## config.mk

```make
export PLATFORM = sky130hd
export DESIGN_NAME = server_list_record_parser_top
export DESIGN_NICKNAME = d
export VERILOG_FILES = /design/src/rtl/slrp_pkg.sv /design/src/rtl/server_list_record_parser_top.sv
export SDC_FILE = /design/constraint.sdc
export NUM_CORES = 1
export LEC_CHECK = 0
export BUFFER_PORTS_ARGS = -buffer_cell sky130_fd_sc_hd__buf_2
export CORE_ASPECT_RATIO = 1.1
export CORE_UTILIZATION = 55
export CTS_BUF_LIST = sky130_fd_sc_hd__clkbuf_4 sky130_fd_sc_hd__clkbuf_8 sky130_fd_sc_hd__clkbuf_16
export CTS_CLUSTER_SIZE = 8
export DETAILED_ROUTE_END_ITERATION = 8
export GPL_ROUTABILITY_DRIVEN = 0
export GPL_TIMING_DRIVEN = 1
export HOLD_SLACK_MARGIN = 0.06
export PLACE_DENSITY = 0.7
export SYNTH_ARGS = -nofsm -noshare
export SYNTH_HDL_FRONTEND = slang
export SYNTH_SLANG_ARGS = --single-unit
```

## constraint.sdc

```tcl
create_clock -name clk -period 7.7 [get_ports clk]
set_clock_uncertainty 0.05 [all_clocks]
set_input_delay 0 -clock clk [delete_from_list [all_inputs] [get_ports clk]]
set_output_delay 0 -clock clk [all_outputs]
set_load 0.03 [all_outputs]
```

## src/rtl/slrp_pkg.sv

```systemverilog
// Package for the server-list record parser.
// Holds the parse phase and event kind types, tag type codes and the result layout.
// Used by server_list_record_parser_top and tb_top; depends on nothing else.
`default_nettype none

package slrp_pkg;

  // Parse phases of the byte stream.
  typedef enum logic [3:0] {
    PH_IDLE    = 4'd0,
    PH_COUNT   = 4'd1,
    PH_ADDR    = 4'd2,
    PH_PORT    = 4'd3,
    PH_TAGS    = 4'd4,
    PH_TYPE    = 4'd5,
    PH_NAMELEN = 4'd6,
    PH_NAME    = 4'd7,
    PH_VAL4    = 4'd8,
    PH_STRLEN  = 4'd9,
    PH_STR     = 4'd10
  } phase_t;

  // Kinds of result items.
  typedef enum logic [1:0] {
    EV_RECORD = 2'd0,
    EV_EMPTY  = 2'd1,
    EV_WARN   = 2'd2,
    EV_STOP   = 2'd3
  } event_kind_t;

  // Tag types that carry a value after the name.
  localparam logic [7:0] TAG_VAL4   = 8'h03;
  localparam logic [7:0] TAG_STRING = 8'h02;

  // Reset value of the record count warning limit.
  localparam logic [31:0] WARN_LIMIT_RESET = 32'd1024;

  // Result payload; the last member sits in the lowest bits.
  typedef struct packed {
    logic [31:0] list_count;
    logic [31:0] record_number;
    logic [31:0] record_tag_count;
    logic [15:0] server_port;
    logic [7:0]  octet_fourth;
    logic [7:0]  octet_third;
    logic [7:0]  octet_second;
    logic [7:0]  octet_first;
  } result_t;

  // Result item with its kind.
  typedef struct packed {
    event_kind_t kind;
    result_t     data;
  } result_item_t;

endpackage

`default_nettype wire

```

## src/rtl/server_list_record_parser_top.sv

```systemverilog
// Server-list record parser: byte-wide file parser with a two-entry result buffer.
// Depends on slrp_pkg for phase and event types and the result layout.
//
//   Channel   Ports                                 Width  Moves
//   input     in_tvalid/in_tready/in_tdata/in_tuser  8+1    one file byte per item
//   result    out_tvalid/out_tready/out_tdata/tuser  144+2  one event per item
//   config    cfg_we/cfg_wdata                       32     warning record limit
//
// One byte is taken per cycle while in_tready is high; its event, if any, is registered.
// The parser state updates in the cycle a byte is accepted, from one gather step.
// in_tready drops only while the second result register holds a stalled event.
// rst_n is synchronous and active low; it clears the parser and sets the limit to 1024.
`default_nettype none

module server_list_record_parser_top (
  input  wire logic         clk,
  input  wire logic         rst_n,
  // Input item: data_byte [7:0].
  input  wire logic         in_tvalid,
  output logic              in_tready,
  input  wire logic [7:0]   in_tdata,
  // Input flag: start_of_file [0].
  input  wire logic         in_tuser,
  // Result item: octet_first [7:0], octet_second [15:8], octet_third [23:16],
  // octet_fourth [31:24], server_port [47:32], record_tag_count [79:48],
  // record_number [111:80], list_count [143:112].
  output logic              out_tvalid,
  input  wire logic         out_tready,
  output logic [143:0]      out_tdata,
  // Result kind: event_kind [1:0].
  output logic [1:0]        out_tuser,
  // Configuration: warn_record_limit.
  input  wire logic         cfg_we,
  input  wire logic [31:0]  cfg_wdata
);

  // Parser state.
  slrp_pkg::phase_t phase_r, phase_nxt;
  logic [1:0]  idx_r, idx_nxt;
  logic [31:0] acc_r, acc_nxt;
  logic [31:0] total_r, total_nxt;
  logic [31:0] done_r, done_nxt;
  logic [31:0] tags_r, tags_nxt;
  logic [15:0] skip_r, skip_nxt;
  logic [7:0]  tag_type_r, tag_type_nxt;
  logic [31:0] addr_r, addr_nxt;
  logic [15:0] port_r, port_nxt;
  logic [31:0] limit_r;

  // Output buffer.
  logic                   out_valid_r, skid_valid_r;
  slrp_pkg::result_item_t out_r, skid_r;
  slrp_pkg::result_item_t res;
  logic                   res_valid;

  logic        go;
  logic        start;
  logic [7:0]  b;
  logic        g_four;
  logic        g_last;
  logic [31:0] g_val;
  logic        last_rec;
  logic        last_tag;
  logic        name_stop;
  slrp_pkg::phase_t after_name_ph;
  slrp_pkg::phase_t end_rec_ph;
  slrp_pkg::phase_t end_tag_ph;

  assign in_tready = !skid_valid_r;
  assign go        = in_tvalid && in_tready;
  assign start     = in_tuser;
  assign b         = in_tdata;

  // Little-endian field gather: four-byte fields end at byte 3, two-byte fields at byte 1.
  assign g_four = (phase_r == slrp_pkg::PH_COUNT) || (phase_r == slrp_pkg::PH_ADDR) ||
                  (phase_r == slrp_pkg::PH_TAGS)  || (phase_r == slrp_pkg::PH_VAL4);
  assign g_last = g_four ? (idx_r == 2'd3) : (idx_r != 2'd0);
  assign g_val  = acc_r | ({24'd0, b} << {idx_r, 3'b000});

  // Phase that follows the end of a record, a tag or a name.
  assign last_rec   = ((done_r + 32'd1) == total_r);
  assign last_tag   = (tags_r == 32'd1);
  assign end_rec_ph = last_rec ? slrp_pkg::PH_IDLE : slrp_pkg::PH_ADDR;
  assign end_tag_ph = last_tag ? end_rec_ph : slrp_pkg::PH_TYPE;
  assign name_stop  = (tag_type_r != slrp_pkg::TAG_VAL4) &&
                      (tag_type_r != slrp_pkg::TAG_STRING);
  always_comb begin
    if (tag_type_r == slrp_pkg::TAG_VAL4) begin
      after_name_ph = slrp_pkg::PH_VAL4;
    end else if (tag_type_r == slrp_pkg::TAG_STRING) begin
      after_name_ph = slrp_pkg::PH_STRLEN;
    end else begin
      after_name_ph = slrp_pkg::PH_IDLE;
    end
  end

  // Next parse phase.
  always_comb begin
    phase_nxt = phase_r;
    if (start) begin
      phase_nxt = slrp_pkg::PH_COUNT;
    end else begin
      unique case (phase_r)
        slrp_pkg::PH_COUNT: begin
          if (g_last) phase_nxt = (g_val == 32'd0) ? slrp_pkg::PH_IDLE : slrp_pkg::PH_ADDR;
        end
        slrp_pkg::PH_ADDR: begin
          if (g_last) phase_nxt = slrp_pkg::PH_PORT;
        end
        slrp_pkg::PH_PORT: begin
          if (g_last) phase_nxt = slrp_pkg::PH_TAGS;
        end
        slrp_pkg::PH_TAGS: begin
          if (g_last) phase_nxt = (g_val == 32'd0) ? end_rec_ph : slrp_pkg::PH_TYPE;
        end
        slrp_pkg::PH_TYPE: begin
          phase_nxt = slrp_pkg::PH_NAMELEN;
        end
        slrp_pkg::PH_NAMELEN: begin
          if (g_last) phase_nxt = (g_val[15:0] == 16'd0) ? after_name_ph : slrp_pkg::PH_NAME;
        end
        slrp_pkg::PH_NAME: begin
          if (skip_r == 16'd1) phase_nxt = after_name_ph;
        end
        slrp_pkg::PH_VAL4: begin
          if (g_last) phase_nxt = end_tag_ph;
        end
        slrp_pkg::PH_STRLEN: begin
          if (g_last) phase_nxt = (g_val[15:0] == 16'd0) ? end_tag_ph : slrp_pkg::PH_STR;
        end
        slrp_pkg::PH_STR: begin
          if (skip_r == 16'd1) phase_nxt = end_tag_ph;
        end
        default: begin
          phase_nxt = phase_r;
        end
      endcase
    end
  end

  // Field registers, counters and the result of this byte.
  always_comb begin
    idx_nxt      = idx_r;
    acc_nxt      = acc_r;
    total_nxt    = total_r;
    done_nxt     = done_r;
    tags_nxt     = tags_r;
    skip_nxt     = skip_r;
    tag_type_nxt = tag_type_r;
    addr_nxt     = addr_r;
    port_nxt     = port_r;
    res_valid    = 1'b0;
    res          = '0;
    res.data.record_number = done_r;
    res.data.list_count    = total_r;

    if (start) begin
      idx_nxt      = '0;
      acc_nxt      = '0;
      total_nxt    = '0;
      done_nxt     = '0;
      tags_nxt     = '0;
      skip_nxt     = '0;
      tag_type_nxt = '0;
      addr_nxt     = '0;
      port_nxt     = '0;
    end else begin
      // Gather step shared by all multi-byte fields.
      if (g_four || (phase_r == slrp_pkg::PH_PORT) || (phase_r == slrp_pkg::PH_NAMELEN) ||
          (phase_r == slrp_pkg::PH_STRLEN)) begin
        idx_nxt = g_last ? 2'd0 : idx_r + 2'd1;
        acc_nxt = g_last ? 32'd0 : g_val;
      end

      case (phase_r)
        slrp_pkg::PH_COUNT: begin
          if (g_last) begin
            total_nxt = g_val;
            res.data.list_count = g_val;
            if (g_val == 32'd0) begin
              res_valid = 1'b1;
              res.kind  = slrp_pkg::EV_EMPTY;
            end else if (g_val > limit_r) begin
              res_valid = 1'b1;
              res.kind  = slrp_pkg::EV_WARN;
            end
          end
        end
        slrp_pkg::PH_ADDR: begin
          if (g_last) addr_nxt = g_val;
        end
        slrp_pkg::PH_PORT: begin
          if (g_last) port_nxt = g_val[15:0];
        end
        slrp_pkg::PH_TAGS: begin
          if (g_last) begin
            tags_nxt  = g_val;
            res_valid = 1'b1;
            res.kind  = slrp_pkg::EV_RECORD;
            res.data.octet_first      = addr_r[7:0];
            res.data.octet_second     = addr_r[15:8];
            res.data.octet_third      = addr_r[23:16];
            res.data.octet_fourth     = addr_r[31:24];
            res.data.server_port      = port_r;
            res.data.record_tag_count = g_val;
            if (g_val == 32'd0) done_nxt = done_r + 32'd1;
          end
        end
        slrp_pkg::PH_TYPE: begin
          tag_type_nxt = b;
        end
        slrp_pkg::PH_NAMELEN: begin
          if (g_last) begin
            skip_nxt = g_val[15:0];
            if ((g_val[15:0] == 16'd0) && name_stop) begin
              res_valid = 1'b1;
              res.kind  = slrp_pkg::EV_STOP;
            end
          end
        end
        slrp_pkg::PH_NAME: begin
          skip_nxt = skip_r - 16'd1;
          if ((skip_r == 16'd1) && name_stop) begin
            res_valid = 1'b1;
            res.kind  = slrp_pkg::EV_STOP;
          end
        end
        slrp_pkg::PH_VAL4: begin
          if (g_last) begin
            tags_nxt = tags_r - 32'd1;
            if (last_tag) done_nxt = done_r + 32'd1;
          end
        end
        slrp_pkg::PH_STRLEN: begin
          if (g_last) begin
            skip_nxt = g_val[15:0];
            if (g_val[15:0] == 16'd0) begin
              tags_nxt = tags_r - 32'd1;
              if (last_tag) done_nxt = done_r + 32'd1;
            end
          end
        end
        slrp_pkg::PH_STR: begin
          skip_nxt = skip_r - 16'd1;
          if (skip_r == 16'd1) begin
            tags_nxt = tags_r - 32'd1;
            if (last_tag) done_nxt = done_r + 32'd1;
          end
        end
        default: begin
          res_valid = 1'b0;
        end
      endcase
    end
  end

  // Parser registers advance on each accepted item.
  always_ff @(posedge clk) begin
    if (!rst_n) begin
      phase_r    <= slrp_pkg::PH_IDLE;
      idx_r      <= '0;
      acc_r      <= '0;
      total_r    <= '0;
      done_r     <= '0;
      tags_r     <= '0;
      skip_r     <= '0;
      tag_type_r <= '0;
      addr_r     <= '0;
      port_r     <= '0;
    end else if (go) begin
      phase_r    <= phase_nxt;
      idx_r      <= idx_nxt;
      acc_r      <= acc_nxt;
      total_r    <= total_nxt;
      done_r     <= done_nxt;
      tags_r     <= tags_nxt;
      skip_r     <= skip_nxt;
      tag_type_r <= tag_type_nxt;
      addr_r     <= addr_nxt;
      port_r     <= port_nxt;
    end
  end

  // Warning limit register.
  always_ff @(posedge clk) begin
    if (!rst_n) begin
      limit_r <= slrp_pkg::WARN_LIMIT_RESET;
    end else if (cfg_we) begin
      limit_r <= cfg_wdata;
    end
  end

  // Output register with a skid entry behind it.
  logic out_load;
  assign out_load = !out_valid_r || out_tready;

  always_ff @(posedge clk) begin
    if (!rst_n) begin
      out_valid_r  <= 1'b0;
      skid_valid_r <= 1'b0;
    end else if (out_load) begin
      out_valid_r  <= skid_valid_r || (go && res_valid);
      skid_valid_r <= 1'b0;
    end else if (go && res_valid) begin
      skid_valid_r <= 1'b1;
    end
  end

  always_ff @(posedge clk) begin
    if (out_load) begin
      out_r <= skid_valid_r ? skid_r : res;
    end else if (go && res_valid) begin
      skid_r <= res;
    end
  end

  assign out_tvalid = out_valid_r;
  assign out_tdata  = out_r.data;
  assign out_tuser  = out_r.kind;

`ifndef SYNTHESIS
  // The skid entry is only filled behind a stalled output register.
  a_skid_behind_out: assert property (@(posedge clk) disable iff (!rst_n)
    skid_valid_r |-> out_valid_r)
    else $error("skid entry holds an item while the output register is empty");

  // A result made while the output stalls lands in the skid entry.
  a_stall_to_skid: assert property (@(posedge clk) disable iff (!rst_n)
    (go && res_valid && out_valid_r && !out_tready) |=> skid_valid_r)
    else $error("result lost while the output was stalled");

  // Phases without a multi-byte field leave the gather index at zero.
  a_idx_clear: assert property (@(posedge clk) disable iff (!rst_n)
    (phase_r == slrp_pkg::PH_IDLE || phase_r == slrp_pkg::PH_TYPE ||
     phase_r == slrp_pkg::PH_NAME || phase_r == slrp_pkg::PH_STR) |-> (idx_r == 2'd0))
    else $error("gather index not cleared outside a field");
`endif

endmodule

`default_nettype wire

```

* Word-level counts from Yosys, hierarchy flattened
Index checks and enable logic that the tools add are counted.
Word-level totals: bits in registers 532, output and inout bits 148
Cells by class: eq/ne operators 30, multiplexer cells 75, $add $sub $neg 4, $lt $le $gt $ge 1, bitwise gates (word level) 3, reductions and logical operators 40, shifts and indexed selects 1
Operators with widths (count):
- 32-bit 2-to-1 mux | 22
- 32-bit one-hot mux with 4 select lines | 2
- 80-bit 2-to-1 mux | 3
- 146-bit 2-to-1 mux | 1
- 34-bit 2-to-1 mux | 2
- 16-bit 2-to-1 mux | 4
- 4-bit 2-to-1 mux | 14
- 4-bit one-hot mux with 10 select lines | 1
- 32-bit by 1-bit adder with 32-bit output, second input constant | 1
- 32-bit by 1-bit equality test with 1-bit output, second input constant | 1
- 32-bit equality test | 1
- 32-bit greater-than comparator | 1
- 32-bit logical NOT | 1
- 32-bit OR | 1
- 16-bit one-hot mux with 2 select lines | 1
- 8-bit by 5-bit left shift with 32-bit output | 1
- 32-bit by 1-bit subtractor with 32-bit output, second input constant | 1
- 3-bit inequality test, second input constant | 10
- 2-bit 2-to-1 mux | 10
- 16-bit by 1-bit equality test with 1-bit output, second input constant | 1
- 4-bit by 3-bit equality test with 1-bit output, second input constant | 4
- 8-bit by 2-bit equality test with 1-bit output, second input constant | 2
- 16-bit logical NOT | 1
- 8-bit 2-to-1 mux | 2
- other kinds (27) | 66

* Depth between registers and ports, before layout
Gate-level depths: netlist (run 1).
depth in word-level cells 10, mapped depth 13, gate-level depth less buffers 13

* Least setup slack after synthesis (run 1)
Ideal clock, no wire load.
path kind reg2reg, start reg idx_r[1], end reg skid_r[0] (netlist bit), enable pin, buffers on the path 0, library setup time 0.522 ns, stages on the path, launching flop included 14, arrival 5.734 ns, data required time 7.128 ns, period minus slack after synthesis 6.306 ns, setup slack 1.394 ns, cell sequence dfxtp_1 -> inv_1 -> nor2_1 -> a21oi_1 -> inv_1 -> ha_1 -> nand3_1 -> o221a_2 -> o21ai_0 -> a221oi_1 -> nor2_1 -> nor2_1 -> a211oi_1 -> and2_1
On the way: longest elaborated chain between the ends 10
RTL lines:
- from (decl) | RTL line server_list_record_parser_top.sv:39 | logic [1:0] idx_r, idx_nxt;
- from (signal assigned) | RTL line server_list_record_parser_top.sv:272 | idx_r <= idx_nxt;
- 8-bit by 5-bit left shift with 32-bit output | RTL line server_list_record_parser_top.sv:78 | assign g_val = acc_r | ({24'd0, b} << {idx_r, 3'b000});
- 32-bit OR | RTL line server_list_record_parser_top.sv:78
- 32-bit greater-than comparator / 16-bit logical NOT (equally long branches) | RTL line server_list_record_parser_top.sv:183, server_list_record_parser_top.sv:215
- 1-bit 2-to-1 mux / 1-bit logical AND (equally long branches) | RTL line server_list_record_parser_top.sv:183, server_list_record_parser_top.sv:215
- 1-bit 2-to-1 mux (on tied branches) | RTL line server_list_record_parser_top.sv:180, server_list_record_parser_top.sv:215
- 1-bit 2-to-1 mux (on tied branches) | RTL line server_list_record_parser_top.sv:177, server_list_record_parser_top.sv:213
- 1-bit one-hot mux with 4 select lines (*) | RTL line server_list_record_parser_top.sv:175 | case (phase_r)
- 1-bit 2-to-1 mux (*) | RTL line server_list_record_parser_top.sv:157 | if (start) begin
- 1-bit logical AND (*) | RTL line server_list_record_parser_top.sv:312 | end else if (go && res_valid) begin
- 2-bit AND reduction (no source line) (*)
- to (signal assigned) | RTL line server_list_record_parser_top.sv:313 | skid_r <= res;
- to (decl) | RTL line server_list_record_parser_top.sv:52 | slrp_pkg::result_item_t out_r, skid_r;
Mark *: on every way between the ends. The rest lies on a longest branch, timed or not. A chain may end at the register's enable or synchronous reset.

* Worst setup path in the final report (run 1)
start reg idx_r[1], end reg skid_r[57] (netlist bit), enable pin
The elaborated chain is that of the path after synthesis.

==> impl_metrics.py, run 1 <==
metrics = {
    "yosys": {
        "synth_xor_xnor_area_share_pct": 1.967,
        "yosysUniqueCellTypes": 79,
        "synth_fp_nets": 2470,
        "synth_compound_area_share_pct": 14.03,
        "ys_ff_latch": 532,
        "synth_fa_ha_area_share_pct": 1.998,
        "yosysTopAreaCell": "edfxtp_1",
        "synth_flop_cell": "edfxtp_1",
        "synth_top_family_by_area": "simple AND/OR/NAND/NOR gates",
        "synth_top_area_share_pct": 35.90,
        "postSynthAreaPerCell_um2": 10.24,
        "synth_edf_count": 292,
        "synth-seq-area-share_pct": 55.58,
        "muxShareOfSynthArea_pct": 6.691,
        "synth.top_cells.by_area": "edfxtp_1 36%, dfxtp_1 20%, mux2_2 5.3%",
        "synthCells": 2385,
        "async_flop_share_pct": 0,
        "yosys.area_share.simple_pct": 15.85,
        "synth_area_mm2": 0.02442,
        "yosysWarnings": 0,
    },
    "timing": {
        "rsz0062_at_grt": "no",
        "worstMarginPinSlew_ns": 1.337,
        "max_slew_margin_pct": 10.35,
        "fmax_mhz": 193.6,
        "timing.hold.ws_ns": 0.09723,
        "fin_crit_sh_pct": 67.07,
        "finalSetupViolCount": 0,
        "hold_viol": 0,
        "slew_violations": 0,
        "finalSetupTns_ns": 0,
        "fin_crit_ns": 5.165,
    },
    "floorplanning": {
        "dieArea_mm2": 0.04525,
        "die_x_um": 202.9,
        "ios": 194,
        "core_area_mm2": 0.04354,
        "start_util_pct": 56.09,
        "die_h_um": 223.0,
        "rows": 80,
    },
    "global_route": {
        "grt-ovfl-total": 0,
        "grt_pass1_vias": 18601,
        "grt_max_degree": 104,
        "grt_pass1_wl_um": 108900,
        "antenna_found_initial": 2,
        "grtUsageMet2_pct": 48.06,
        "gr-usage-met3_pct": 6.413,
        "gr-usage-met1_pct": 40.92,
        "grt_usage_pct": 31.51,
        "grt-busiest-layer": "met2",
    },
    "flow_run": {
        "drv_cap": 0,
    },
    "worst_setup_path": {
        "max_stage_delay_ns": 0.76,
        "slowest_stage": "and2_4",
        "worstSetupStartpointType": "flop",
        "cp.arrival_ns": 5.35,
        "regToRegSetupSlack_ns": 2.54,
        "cp_max_fo": 89,
        "crit_chain": "inv_1 -> nor2_1 -> a21oi_1 -> inv_1 -> ha_1 -> nand3_1 -> nor3_1 -> nand2_1 -> a21bo_2 -> a21oi_1 -> nor2_1 -> a211oi_1 -> and2_4 -> buf_12",
        "crit_type": "flop to flop",
        "path_buf_inv": 3,
        "cp-end-kind": "flop",
        "worstPathRequired_ns": 7.89,
        "crit_family": "simple AND/OR/NAND/NOR gates",
    },
    "pwr": {
        "ir_drop_mv": 0.1896,
        "powerDensity_mw_per_mm2": 229.2,
        "p_leak_nw": 11.67,
    },
    "clocking": {
        "cts-resized-gates": 0,
        "clockBufferDepth": 3,
        "clkSinkCount": 532,
        "cts_tree": "built",
        "cts.clk_slew.worst_paths_ns": 0.06,
        "clk_latency_ns": 0.61,
        "ctsRootBufferMaster": "clkbuf_16",
        "ctsHoldBuffers": 43,
        "postCtsSetupRepairBufs": 0,
        "cts_buffers": 76,
        "htreeDepth": 3,
    },
    "drt": {
        "ant_nets": 0,
        "drcViolationCount": 0,
        "num_vias": 19926,
        "drt-initial-drc-count": 2328,
        "routed_wl_um": 71850,
        "wl_per_cell_um": 22.50,
        "firstDrtPassIters": 7,
        "drt-vias-per-instance": 6.241,
    },
    "run_status": {
        "status": "completed",
    },
    "cells_and_area": {
        "drive_above_1_share_pct": 19.60,
        "fin_nets": 2645,
        "area_growth_pct": 16.98,
    },
    "place": {
        "place_hpwl_um": 48170,
        "port_buffers": 193,
    },
    "hold_path": {
        "hp-class": "input pin to flop",
    },
}
## cell usage after synthesis, types with 39 or more instances
| master | instances |
|---|---|
| a21oi_1 | 181 |
| o21ai_0 | 145 |
| inv_1 | 79 |
| mux2_2 | 114 |
| edfxtp_1 | 292 |
| dfxtp_1 | 240 |
| nand2_1 | 176 |
| nor2_1 | 301 |
| ha_1 | 39 |
| and2_1 | 58 |
| clkbuf_1 | 140 |
| nor3_1 | 42 |
| o31ai_1 | 40 |
| a22oi_1 | 77 |
| nand3_1 | 83 |
## layout make-up
cell class | count | area (um^2)
diodes | 1 | 2.502
clock buffers | 131 | 2350
clock inverters | 5 | 62.56
fillers | 3359 | 14970
inverters | 81 | 311.5
multi-input cells | 1610 | 9966
flip-flops and latches | 532 | 13580
well taps | 574 | 718.2
repair buffers | 259 | 1582
## state kept, by name, indices dropped and copies added (netlist names), 8 cells and up
| name | flops |
|---|---|
| tags_r | 32 |
| port_r | 16 |
| tag_type_r | 8 |
| addr_r | 32 |
| skip_r | 16 |
| acc_r | 32 |
| out_tdata | 144 |
| limit_r | 32 |
| done_r | 32 |
| skid_r | 146 |
| total_r | 32 |
## worst paths after layout
path,to,depth (start not counted),startpoint
max,skid_r[57],14,idx_r[1]
min,limit_r[11],3,cfg_we
max reg2reg,skid_r[57],14,idx_r[1]
min reg2reg,addr_r[13],2,addr_r[13]
## worst reg2reg max path: stages, from the launching register on
cell      delay, ns
dfxtp_1        0.46
inv_1          0.13
nor2_1         0.51
a21oi_1        0.26
inv_1          0.25
ha_1           0.19
nand3_1        0.11
nor3_1         0.48
nand2_1        0.11
a21bo_2        0.20
a21oi_1        0.25
nor2_1         0.08
a211oi_1       0.37
and2_4         0.76
buf_12         0.44
## power breakdown
group	internal, mW	total, mW	switching [mW]
Sequential	2.99	3.01	0.0164
Clock	2.07	3.28	1.21
Combinational	0.0852	0.269	0.183
## layer usage
metal	up-vias	share of wire [%]
li1	9036	-
met2	1135	45
met1	9495	39
met3	256	9.3
met4	4	6.5
met5	-	0.032
## placed cells by master (no fill, tap or decap), types with 53 or more instances in the layout
cell / synthesis / layout
a21oi_1: 181 / 181
inv_1: 79 / 76
clkbuf_4: 0 / 53
clkbuf_16: 0 / 78
nand3_1: 83 / 83
mux2_2: 114 / 114
nor2_1: 301 / 298
dfxtp_1: 240 / 239
a22oi_1: 77 / 77
and2_1: 58 / 57
edfxtp_1: 292 / 292
nand2_1: 176 / 176
buf_2: 16 / 193
o21ai_0: 145 / 144
## cells by family after synthesis
| logic type | after synthesis |
|---|---|
| XOR/XNOR | 54 |
| buffers and inverters | 243 |
| AND/OR/NAND/NOR | 807 |
| adder cells (fa/ha/maj) | 39 |
| multiplexers | 149 |
| flip-flops | 532 |
| AO/OA/AOI/OAI | 561 |
## stage by stage
step,worst slack [ns],instance area (um^2),power (mW),std cells,utilization [%]
after floorplan,1.394,24420,3.211,2385,-
final,2.535,28570,6.549,3193,65.61
after detailed placement,2.713,25720,3.299,3013,59.08
after global routing,2.315,28570,6.718,3192,65.61
after global placement,2.945,25720,3.293,3013,59.08
after CTS,2.672,28570,6.580,3192,65.61
(Power assumes the default switching activity.)
==> inputs of run 2 (changes only) <==
==> constraint.sdc (replaced) <==
create_clock -name clk -period 5.4 [get_ports clk]
set_clock_uncertainty 0.05 [all_clocks]
set_input_delay 0 -clock clk [delete_from_list [all_inputs] [get_ports clk]]
set_output_delay 0 -clock clk [all_outputs]
set_load 0.03 [all_outputs]
==> run 2 against run 1 <==
  * Wire length decreased by 0.94%
  * Final area increased by 0.30%
  * Count of clock-buffer cells in the layout decreased by 2
  * Non-clock buffer count increased by 9
  * Highest routed layer is now met4
  * Largest power group unchanged
  * Global-route usage about the same
  * Sequential share of layout area decreased by 0.14 points
==> impl_metrics.py, run 2 (synthesized netlist as in run 1, its figures left out) <==
metrics = {
    "timing": {
        "fin_crit_sh_pct": 90.93,
        "max_slew_margin_pct": 19.86,
        "layout_setup_ws_ns": 0.4896,
        "finalSetupViolCount": 0,
        "slew_violations": 0,
        "rsz0062_at_grt": "no",
        "worstMarginPinSlew_ns": 1.185,
        "fin_crit_ns": 4.910,
        "fmax_mhz": 203.7,
        "finalSetupTns_ns": 0,
        "hold_viol": 0,
    },
    "drt": {
        "num_vias": 19804,
        "ant_nets": 0,
        "drt-initial-drc-count": 2319,
        "wl_per_cell_um": 22.23,
        "drcViolationCount": 0,
        "firstDrtPassIters": 8,
        "drt-vias-per-instance": 6.185,
        "routed_wl_um": 71170,
    },
    "cells_and_area": {
        "layout_common_cells": "298 x nor2_1, 292 x edfxtp_1, 239 x dfxtp_1, 193 x buf_2, 181 x a21oi_1",
        "area_growth_pct": 17.33,
        "largest_reg_flops": 146,
        "fin_util_pct": 65.81,
        "fin_nets": 2654,
        "mostFrequentLayoutCell": "nor2_1",
        "regMostFlops": "skid_r",
        "diodes": 0,
        "stdcell_area_mm2": 0.02865,
        "drive_above_1_share_pct": 19.86,
    },
    "global_route": {
        "grt_max_degree": 94,
        "grt-ovfl-total": 0,
        "grt_usage_pct": 31.53,
        "grt_pass1_vias": 18785,
        "antenna_found_initial": 0,
        "grt_pass1_wl_um": 109800,
    },
    "pwr": {
        "ir_drop_mv": 0.2756,
        "powerDensity_mw_per_mm2": 326.1,
        "total_power_mw": 9.343,
        "p_leak_nw": 11.72,
    },
    "place": {
        "port_buffers": 193,
        "place_ws_ns": 0.7130,
        "place_area_mm2": 0.02580,
        "place_hpwl_um": 48340,
    },
    "worst_setup_path": {
        "cp_max_fo": 41,
        "worstSetupStartpointType": "flop",
        "worstPathRequired_ns": 5.65,
        "cp-end-kind": "flop",
        "cp.arrival_ns": 5.16,
        "crit_type": "flop to flop",
    },
    "clocking": {
        "clockBufferDepth": 3,
        "ctsRootBufferMaster": "clkbuf_16",
        "cts_tree": "built",
        "postCtsSetupRepairBufs": 0,
        "htreeDepth": 3,
        "cts_buffers": 76,
        "clkSinkCount": 532,
        "cts.clk_slew.worst_paths_ns": 0.06,
        "cts-resized-gates": 0,
        "ctsHoldBuffers": 44,
        "clk_latency_ns": 0.63,
    },
    "floorplanning": {
        "dieArea_mm2": 0.04525,
        "start_util_pct": 56.09,
        "die_h_um": 223.0,
        "die_x_um": 202.9,
        "ios": 194,
        "rows": 80,
        "core_area_mm2": 0.04354,
    },
    "run_status": {
        "status": "completed",
    },
    "hold_path": {
        "hp-class": "input pin to flop",
    },
    "flow_run": {
        "drv_cap": 0,
    },
}
## run 2: changes by cell type in the layout (fill, tap and decap cells not counted), sizes merged
| cell | before | now |
|---|---|---|
| buf | 216 | 224 |
| clkbuf | 131 | 129 |
| clkinv | 8 | 10 |
| diode | 1 | 0 |
| dlygate4sd3 | 43 | 44 |
| inv | 78 | 79 |
## run 2: metrics by stage
step / cells / hold slack (ns)
after global routing: 3202 / 0.1117
after floorplan: 2385 / 0.08038
after detailed placement: 3021 / 0.1891
after CTS: 3202 / 0.07302
after global placement: 3021 / 0.1835
final: 3202 / 0.08316
## run 2: routing by layer
metal / vias to the layer above / part of all wire [%] / GRT usage, %
met2: 1040 / 44 / 47.14
li1: 9030 / - / -
met4: 0 / 6.6 / 20.11
met5: - / 0 / 0
met1: 9468 / 40 / 41.69
met3: 266 / 9.2 / 6.690
## run 2: where the power goes
| part | internal (mW) | total, mW | switching, mW |
|---|---|---|---|
| clock | 2.91 | 4.67 | 1.76 |
| combinational | 0.123 | 0.383 | 0.260 |
| sequential | 4.26 | 4.29 | 0.0239 |
## run 2: cell type report
type | count | area [um^2]
flip-flops and latches | 532 | 13580
fillers | 3405 | 14890
well taps | 574 | 718.2
repair buffers | 268 | 1664
clock buffers | 129 | 2300
multi-input cells | 1610 | 9966
clock inverters | 8 | 117.6
inverters | 81 | 311.5
## run 2: worst paths after layout
path               from           to  slack [ns]  depth (start not counted)
max reg2reg    idx_r[1]  skid_r[140]        0.49                         14
min reg2reg  addr_r[12]   addr_r[12]        0.40                          2
min              cfg_we   limit_r[0]        0.08                          3
max            idx_r[1]  skid_r[140]        0.49                         14
## run 2: worst max-delay path: stages, from the launching register on
cell and delay (ns):
dfxtp_1 0.46, inv_1 0.13, nor2_1 0.52, a21oi_1 0.30, inv_1 0.21, ha_1 0.18, nand3_1 0.12, nor3_1 0.51
nand2_1 0.12, a21bo_2 0.21, a21oi_1 0.25, nor2_1 0.08, a211oi_1 0.37, and2_4 0.70, buf_4 0.37
